==> src/rtl/lkx_pkg.sv <==
// ----------------------------------------------------------------------------
// lkx_pkg
// shared types and constants of the per-client keystream codec
// ----------------------------------------------------------------------------
package lkx_pkg;

  localparam int KEY_W  = 32;
  localparam int DATA_W = 16;

  localparam logic [KEY_W-1:0] LCG_MUL = 32'd214015;
  localparam logic [KEY_W-1:0] LCG_ADD = 32'd2531077;

  typedef enum logic [2:0] {
    OP_ENCODE    = 3'd0,
    OP_DECODE    = 3'd1,
    OP_PEEK      = 3'd2,
    OP_LOAD_SEND = 3'd3,
    OP_LOAD_RECV = 3'd4
  } opcode_t;

endpackage

==> src/rtl/lkx_step.sv <==
// ----------------------------------------------------------------------------
// lkx_step
// key advance and keystream xor of one word or final byte
// ----------------------------------------------------------------------------
module lkx_step
  import lkx_pkg::*;
(
  input  logic [KEY_W-1:0]  key,
  input  logic [DATA_W-1:0] data_in,
  input  logic              odd_byte,
  output logic [KEY_W-1:0]  key_next,
  output logic [DATA_W-1:0] data_out
);

  logic [DATA_W-1:0] ks;
  logic [DATA_W-1:0] mixed;

  always_comb begin
    key_next = key * LCG_MUL + LCG_ADD;
    ks       = key_next[KEY_W-1:KEY_W-DATA_W];
    mixed    = data_in ^ ks;
    if (odd_byte) begin
      data_out = {8'd0, mixed[7:0]};
    end else begin
      data_out = mixed;
    end
  end

endmodule

==> config.mk <==
export PLATFORM = sky130hd
export DESIGN_NAME = lkx_step
export DESIGN_NICKNAME = d
export VERILOG_FILES = /design/src/rtl/lkx_pkg.sv /design/src/rtl/lkx_step.sv
export SDC_FILE = /design/constraint.sdc
export NUM_CORES = 1
export LEC_CHECK = 0
export BUFFER_PORTS_ARGS = -buffer_cell sky130_fd_sc_hd__buf_2
export CORE_MARGIN = 10
export CORE_UTILIZATION = 49
export DETAILED_ROUTE_END_ITERATION = 8
export PLACE_DENSITY = 0.66
export REMOVE_ABC_BUFFERS = 1
export SLEW_MARGIN = 20
export SYNTH_ARGS = -nofsm -noshare
export SYNTH_HDL_FRONTEND = slang
export SYNTH_SLANG_ARGS = --single-unit
==> constraint.sdc <==
create_clock -name vclk -period 12.4
set_clock_uncertainty 0.05 [all_clocks]
set_input_delay 1.86 -clock vclk [all_inputs]
set_output_delay 1.86 -clock vclk [all_outputs]
set_load 0.02 [all_outputs]
Word-level counts from Yosys, hierarchy flattened
Cells that the tools add are included.
- add/subtract/negate cells: 1
- multipliers: 1
- bitwise logic cells: 1
- mux-type cells: 1
- operator list (kind ; number):
    $add 32x22->32 const B ; 1
    $mul 32x18->32 const B ; 1
    $mux 16 ; 1
    $xor 16x16->16 ; 1
- logic and storage cells: 4
- input port bits: 49
- output and inout bits: 48
- flip-flop bits (word level): 0

Longest topological paths before layout
- word-level depth: 4
- depth in mapped cells: 23
- gate-level depth less buffers: 23

Worst setup path before layout
Ideal clock, no wire load.
- path type: input port to output port
- from: in key[8]
- to: out data_out[12]
- stages: 22
- setup slack: 2.900 ns
- arrival: 7.590 ns
- buffers on the path: 0
- path through: inv_1 -> fa_1 -> inv_1 -> fa_1 -> inv_1 -> fa_1 -> inv_1 -> fa_1 -> fa_1 -> inv_1 -> fa_1 -> inv_1 -> ha_1 -> a21o_1 -> a21o_1 -> a21o_1 -> a211oi_1 -> a211oi_1 -> nand2b_1 -> o211ai_1 -> xnor2_1 -> nor2_1
- longest elaborated chain between the ends: 4
- ends and longest elaborated chain (element ; line ; text):
    start, declared ; lkx_step.sv:8 ; input logic [KEY_W-1:0] key,
    $mul 32x18->32 ; lkx_step.sv:19 ; key_next = key * LCG_MUL + LCG_ADD;
    $add 32x22->32 ; lkx_step.sv:19 ;
    via key_next[28] ; lkx_step.sv:11 ; output logic [KEY_W-1:0] key_next,
    $xor 16x16->16 ; lkx_step.sv:21 ; mixed = data_in ^ ks;
    $mux 16 ; lkx_step.sv:22 ; if (odd_byte) begin
    end, declared ; lkx_step.sv:12 ; output logic [DATA_W-1:0] data_out
The timed path passes the listed nets, and every way through them passes these cells.

Worst setup path in the final report
- from: in key[8]
- to: out data_out[14]
- longest elaborated chain between the ends: 4
- ends and longest elaborated chain (element ; line):
    $mul 32x18->32 ; lkx_step.sv:19
    $add 32x22->32 ; lkx_step.sv:19
    $xor 16x16->16 ; lkx_step.sv:21
    $mux 16 ; lkx_step.sv:22
Every way passes these cells.

==> results.cfg <==
[global_route]
grt_usage = 0.1657
grt_pass1_vias = 6419
antenna_found_initial = 0
grt_max_degree = 13
grt_pass1_wl_mm = 30.60
overflow = 0

[yosys]
syn_avg_cell_area_um2 = 9.383
synth_top_area_share = 0.4502
synthTopCellsByCount = 326 x inv_1, 184 x fa_1, 128 x ha_1
synth_area_um2 = 8182
yosysUniqueCellTypes = 50
synth.most_common_cell = inv_1
synthTopCellsByArea = fa_1 45%, ha_1 20%, inv_1 15%
yosys.area.top_type = fa_1
yosysSeqAreaShare = 0
ys_warn_count = 0
post_synth_inst_count = 872

[timing]
max_freq_mhz = 99.04
slew_headroom = 0.5917
setup_viol = 0
tightest_slew_ns = 0.6081
post-route-period-util = 0.8143
rsz0062_at_grt = false
setup_tns_ns = 0
layout_setup_ws_ns = 2.303
finalHoldViolCount = 0
slew_viol_final = 0
fin_crit_ns = 10.10

[floorplan]
io_pins = 97
die_w_um = 149.2
start_util = 0.4969
rows = 47
die_area_um2 = 22270
die_h_um = 149.2
core_um2 = 16470

[placed_design]
place_area_um2 = 8931
dp.final_hpwl_mm = 17.08
dp.cells = 1186
post-place-ws_ns = 2.323
place_congestion = 0.9269
io_buffers = 97

[detailed_routing]
drc = 0
drt_iter0_markers = 133
antenna_left = 0
viasPerCell = 4.712
dr.pass1.iters = 4
routed_wl_mm = 17.71
dr_total_vias = 5588
wl_per_cell_um = 14.93

[finish]
stdcell_count = 1186
clkbuf_count = 0
n_antenna_cell = 0
fin_area_um2 = 8931
seq_cell_count = 0
nFillCells = 1571
syn2layout_area_growth_pct = 9.160
drive_above_1_share = 0.1211
seq_area_um2 = 0
final_nets = 1329

[outcome]
status = complete, no violations

[critical_path]
cp.required_ns = 10.49
slowest_delay_ns = 0.56
crit_chain = buf_2 > inv_1 > fa_1 > inv_1 > ha_1 > xor2_1 > fa_1 > inv_1 > fa_1 > inv_1 > fa_1 > fa_1 > inv_1 > ha_1 > nand2_1 > o21ai_0 > nand4_1 > a211oi_1 > nand2b_1 > a31oi_1 > xnor3_1 > nor2b_1 > buf_2
worstPathMaxFanout = 5
crit_type = primary input to primary output
critPathLaunchType = primary input
worstPathArrival_ns = 8.19
worst_path_max_delay_cell = a211oi_1
cp-end-kind = primary output

[flow_run]
cap_violations = 0

[cts]
hold_buffers = 0
post_cts_resized = 0
cts_setup_buffers = 0

[min_path]
hp-class = primary input to primary output
-- critical path, delay by kind of cell --
family	cells	cell delay (ns)
AO/OA/AOI/OAI	3	1.22
XOR/XNOR	2	0.40
adder cells (fa/ha/maj)	7	3.11
buffers and inverters	7	0.87
AND/OR/NAND/NOR	4	0.73
-- cells by family after synthesis --
logic type,after synthesis,share of synthesized area
AOI/OAI and AO/OA,92,0.08029
buffers and inverters,329,0.1509
muxes,1,0.001835
adders and majority gates,312,0.6460
and+or+nand+nor,62,0.03609
xor gates and xnor gates,76,0.08487
-- placed cells by master (no fill, tap or decap), drive strengths merged, types with 2 or more instances in the layout --
cell,instances
a2111oi,3
a211oi,3
a21o,13
a21oi,30
a31o,2
a31oi,4
and3,5
buf,97
fa,184
ha,128
inv,326
nand2,14
nand2b,3
nand3,5
nor2,22
nor2b,4
nor3,2
o211ai,7
o21a,4
o21ai,12
o21bai,5
or2,2
xnor2,44
xor2,31
-- path summary, 6_finish.rpt --
check	from	to	slack [ns]	cells after the start
hold / removal	data_in[4]	data_out[4]	3.96	3
setup / recovery	key[8]	data_out[14]	2.30	23
-- metrics by stage --
stage	utilization	hold slack [ns]
final	0.5424	3.955
after global placement	0.5424	3.955
after global routing	0.5424	3.967
after floorplan	-	3.748
after CTS	0.5424	3.958
after detailed placement	0.5424	3.957
-- metal layers --
metal / up-vias / GRT usage / part of all wire
met1: 2712 / 0.2021 / 0.42
met5: - / 0 / 0
li1: 2766 / - / -
met3: 16 / 0.01911 / 0.039
met2: 94 / 0.3085 / 0.52
met4: 0 / 0.02895 / 0.019
-- layout make-up --
class / count / area, um^2 / share of cell area
well taps: 220 / 275.3 / 0.03082
inverters: 326 / 1224 / 0.1370
repair buffers: 97 / 485.5 / 0.05436
multi-input cells: 543 / 6947 / 0.7778
Power is not shown: default switching activity piles up to over one toggle a cycle in this logic, so the estimate is an artifact.
